File: src/design/truncated_pivoted_lu_assert.svh
// assertion macros for the pivoted lu block
`ifndef TRUNCATED_PIVOTED_LU_ASSERT_SVH
`define TRUNCATED_PIVOTED_LU_ASSERT_SVH

// same-cycle implication
`define TPLU_ASSERT_SAME(label, clk, rst_n, ante, cons, msg) \
	label: assert property (@(posedge clk) disable iff (!rst_n) (ante) |-> (cons)) \
		else $error(msg);

// next-cycle implication
`define TPLU_ASSERT_NEXT(label, clk, rst_n, ante, cons, msg) \
	label: assert property (@(posedge clk) disable iff (!rst_n) (ante) |=> (cons)) \
		else $error(msg);

`endif

File: src/design/tplu_ram.sv
// generic ram with one write port and one registered read port
module tplu_ram #(
	parameter int WIDTH = 32,
	parameter int DEPTH = 64
) (
	input  logic                     clk,
	input  logic                     we,
	input  logic [$clog2(DEPTH)-1:0] waddr,
	input  logic [WIDTH-1:0]         wdata,
	input  logic [$clog2(DEPTH)-1:0] raddr,
	output logic [WIDTH-1:0]         rdata
);

	logic [WIDTH-1:0] mem_q [DEPTH];

	always_ff @(posedge clk) begin
		if (we) begin
			mem_q[waddr] <= wdata;
		end
		rdata <= mem_q[raddr];
	end

endmodule

File: config.mk
export PLATFORM = sky130hd
export DESIGN_NAME = tplu_ram
export DESIGN_NICKNAME = d
export VERILOG_FILES = /design/src/design/truncated_pivoted_lu_assert.svh /design/src/design/tplu_ram.sv
export SDC_FILE = /design/constraint.sdc
export NUM_CORES = 2
export LEC_CHECK = 0
export BUFFER_PORTS_ARGS = -buffer_cell sky130_fd_sc_hd__buf_2
export CAP_MARGIN = 20
export CORE_ASPECT_RATIO = 1.2
export CORE_MARGIN = 4
export CORE_UTILIZATION = 55
export CTS_CLUSTER_DIAMETER = 120
export DETAILED_ROUTE_END_ITERATION = 8
export HOLD_SLACK_MARGIN = 0.1
export MAX_ROUTING_LAYER = met4
export PLACE_DENSITY = 0.7
export SETUP_SLACK_MARGIN = 0.15
export SLEW_MARGIN = 20
export SYNTH_ARGS = -nofsm -noshare
export SYNTH_HDL_FRONTEND = slang
export SYNTH_SLANG_ARGS = --single-unit
File: constraint.sdc
create_clock -name clk -period 4.06 [get_ports clk]
set_input_delay 0.406 -clock clk [delete_from_list [all_inputs] [get_ports clk]]
set_output_delay 0.406 -clock clk [all_outputs]
set_load 0.005 [all_outputs]
* After elaboration in Yosys (flattened, before gate mapping) *
Memory sizes are Yosys's and may differ from the RTL's. A register that Yosys moved wholly into a read port is not among the register bits.
Cells that the tools add are included.

storage, ports and cells
  output and inout bits = 32
  memories = 1
  RAM bits = 2048
  logic and storage cells = 3
  input port bits = 46
  flip-flop bits (word level) = 0

memories
  name   words  width  read ports  clocked after memory_dff  wr ports  line            source
  mem_q  64     32     1           1                         1         tplu_ram.sv:14  logic [WIDTH-1:0] mem_q [DEPTH];

operators by class
  mux-type cells = 2

operators by type and width
  cell               number
  two-way mux 1 bit  2

* Longest topological paths before layout *
  depth after elaboration = 2
  depth in mapped cells = 10
  mapped depth without buffers = 5

* Worst setup path after synthesis *
No wires, ideal clock.

  path type = in2reg
  start point = in waddr[3]
  end point = mem mem_q[48][0] (enable)
  stages = 4
  arrival = 3.105 ns
  setup time = 0.461 ns
  path buffers = 1
  path slack = 0.494 ns
  data required time = 3.599 ns
  cell sequence = clkbuf_1 nor2b_1 nand4b_1 nor3_1

RTL lines
  what         line            source
  from (decl)  tplu_ram.sv:8   input logic [$clog2(DEPTH)-1:0] waddr,
  to (decl)    tplu_ram.sv:14

No word-level cell before the write port.

==> impl_results.md <==
- PnR worst setup slack: between 1 and 1.5 ns
- Largest net degree at the start of global routing: about 70
- Clk_lat worst skew: ~0.83 ns
- DP Area: 82550 sq um
- Cell Area, Synth: about 80000 sq um
- Synth area leader: edfxtp_1
- Postcts setup bufs: 0
- Setup slack at placement: roughly 0.45 ns
- RR Startpoint: mem_q[11][13]$_DFFE_PP_
- CP Capture Type: flop
- H-Tree Depth: 4
- Syn Inst Count: 3324
- XOR/XNOR Fraction of Synth Area: 0
- Leakage: roughly 28 nW
- CP max-delay cell: a311oi_1
- CP most frequent cell: buf_4
- CP Cell Sequence: buf_8 > buf_4 > buf_4 > mux4_2 > mux2i_1 > nor2_1 > a311oi_1 > nor3_1
- Worst reg-to-reg setup slack: ~1.6 ns
- Maximum VDD drop: approximately 460 uV
- Nets: 3659
- Critical Path RT: between 4 and 5 ns
- Root buffer cell: clkbuf_16
- Worst Hold Launch: wdata[25]
- RSZ-0062 raised after global routing: no
- Post-Syn Area per Cell: roughly 24 sq um
- Post-route ant nets: 0
- Post-route setup TNS: 0 ns
- Top-level I/O count: ~80
- Adder-cell area share of the yosys netlist: 0
- Hold endpoint: mem_q[29][25]$_DFFE_PP_
- Tot GR Track Use: 0.2788
- Worst min path class: input pin to flop
- Congestion Overflow GR: 0
- Synth Net Count: about 3.4k
- Number of flops mapped to enable cells by yosys: between 2k and 2.5k
- Final HPWL DP: between 100000 and 150000 microns
- Finished Cell Area: about 89000 sq um
- Iteration-0 DRC Markers: 5102
- Crit path max-delay family: buffers and inverters
- Crit path time final: between 2 and 3 ns
- Layout Skew: roughly 0.027 ns
- Mux share of post-synthesis cell area: 0.1679
- Vias/cell: 6.653
- Die H: between 400 and 500 microns
- Buf/Inv on CP: 3
- Top_reg_cell synth: edfxtp_1
- Max stage delay on crit path: 0.89 ns
- CP Launch Type: input pin
- Compound-Gate Fraction of Synth Area: 0.01673
- Synth area leaders: edfxtp_1, mux4_2, mux2i_1
- Vias in the first global route: roughly 38k
- Clk buf depth: 3
- Simple-Gate Fraction of Synth Area: 0.01265
- FFs w/ async S/R, synth: 0
- # setup viols final: 0
- GP Congestion: approximately 0.84
- Crit path DAT: 3.54 ns
- TritonCTS buffer count: about 190
- P&R area growth vs syn: 13.01%
- Chip Width: 352.9 microns
- Final WL: approximately 200000 microns
- Hold path depth: 1
- I/O Buffers: between 70 and 80
- Starting density of the core: 0.5548
- Max Clk Rate: between 0.3 and 0.4 GHz
- #FFs+latches synth: 2080
- Post-CTS Resized: 0
- Commonest non-fill, non-tap cell in the layout: edfxtp_1
- Register area share after synthesis: 0.7914
- R2R depth: 4
- Share of layout cells above drive strength 1: 0.3045
- Crit-path max FO: 58
- Initial antenna violation count: 21
- Worst r2r dst: rdata[13]$_DFF_P_
- Drt pass-1 iters: 7
- Core ar.: ~140000 sq um
- Post-synth cell types: 34
- Largest family of logic cells by synthesized area: multiplexers
- Rel. slew slack: 0.2314
- Crit path kind: input pin to flop
- Num rows: ~150
- Die area: ~150000 sq um
- Clk sink count: roughly 2.1k
- Final Slew Violations: 0
- CTS tree: built
- Synth warn: 0
- Yosys top cell area share: 0.7833
- Pwr Density: 489.9 nW/um^2
- Final hold viol count: 0
- Period utilization: 0.7120
- Max-Cap Viols: 0
- Routed len/inst: ~35 microns
- DRC violations left: 0
- Status: completed
- Number of vias in the routed layout: ~37k
- CTS clk-pin slew, worst paths: approximately 0.07 ns
- Worst slew pin tran: approximately 1.2 ns
- First-pass GRT wire length: 282800 microns
- Commonest cells after routing, fill and taps aside: edfxtp_1, mux4_2, clkbuf_16
- Hold Buf Count CTS: 8
==> per-layer routing <==
layer / global-route usage / routed length, microns / up-vias
li1: - / - / 14850
met4: 0.1053 / 8412 / 0
met1: 0.3654 / 71170 / 20010
met3: 0.05191 / 19820 / 361
met5: - / 0 / -
met2: 0.4434 / 98560 / 2174
==> registers in the layout (all words and copies together), names as in the netlist <==
name / count
rdata: 32
mem_q: 2048
==> kinds of logic after synthesis <==
family	count (synthesis)
DFF	2080
muxes	637
and+or+nand+nor	223
AOI/OAI and AO/OA	202
buffers and inverters	182
==> Yosys cell counts (all sizes together), types with 5 or more instances <==
library cell and count:
a21oi 62, a22oi 12, a311oi 8, buf 108
clkbuf 74, dfxtp 32, edfxtp 2048, mux2i 93
mux4 544, nand2 26, nand2b 8, nand3 5
nand3b 5, nor2 137, nor2b 15, nor3 7
o221ai 27, o22ai 84, or3b 5
==> power by group <==
group          switching, W  internal (W)
Clock               0.00763       0.00968
Sequential         0.000110        0.0238
Combinational       0.00143      0.000842
Total               0.00917        0.0343
==> layout make-up <==
type | instances | area, sq um
timing repair buffer | 278 | 2240
clock inverter | 111 | 929.6
clock buffer | 242 | 5115
antenna | 12 | 30.03
sequential | 2080 | 62140
fill | 9169 | 52780
multi-input combinational | 1062 | 15980
tap | 1836 | 2297
==> how the worst max path moves through the flow <==
stage / depth (start not counted) / slack [ns] / end / startpoint
2_1_floorplan: 4 / 0.49 / mem_q[48][0]$_DFFE_PP_ / waddr[3]
3_3_place_gp: 8 / 0.49 / rdata[8]$_DFF_P_ / raddr[2]
3_5_place_dp: 7 / 0.45 / rdata[9]$_DFF_P_ / raddr[0]
4_1_cts: 7 / 1.29 / rdata[9]$_DFF_P_ / raddr[0]
5_1_grt: 8 / 1.13 / rdata[20]$_DFF_P_ / raddr[2]
6_report: 8 / 1.17 / rdata[20]$_DFF_P_ / raddr[2]
==> per-stage QoR <==
| step | hold slack (ns) | power (W) | instances | util |
|---|---|---|---|---|
| floorplan | 0.5049 | 0.02543 | 3324 | - |
| global placement | 0.6071 | 0.02654 | 5248 | 0.5833 |
| detailed placement | 0.6157 | 0.02660 | 5248 | 0.5833 |
| CTS | 0.1016 | 0.04370 | 5609 | 0.6266 |
| global route | 0.1368 | 0.04477 | 5617 | 0.6269 |
| finish | 0.1384 | 0.04346 | 5621 | 0.6270 |
Note: power is estimated with default switching activity, not from simulation.
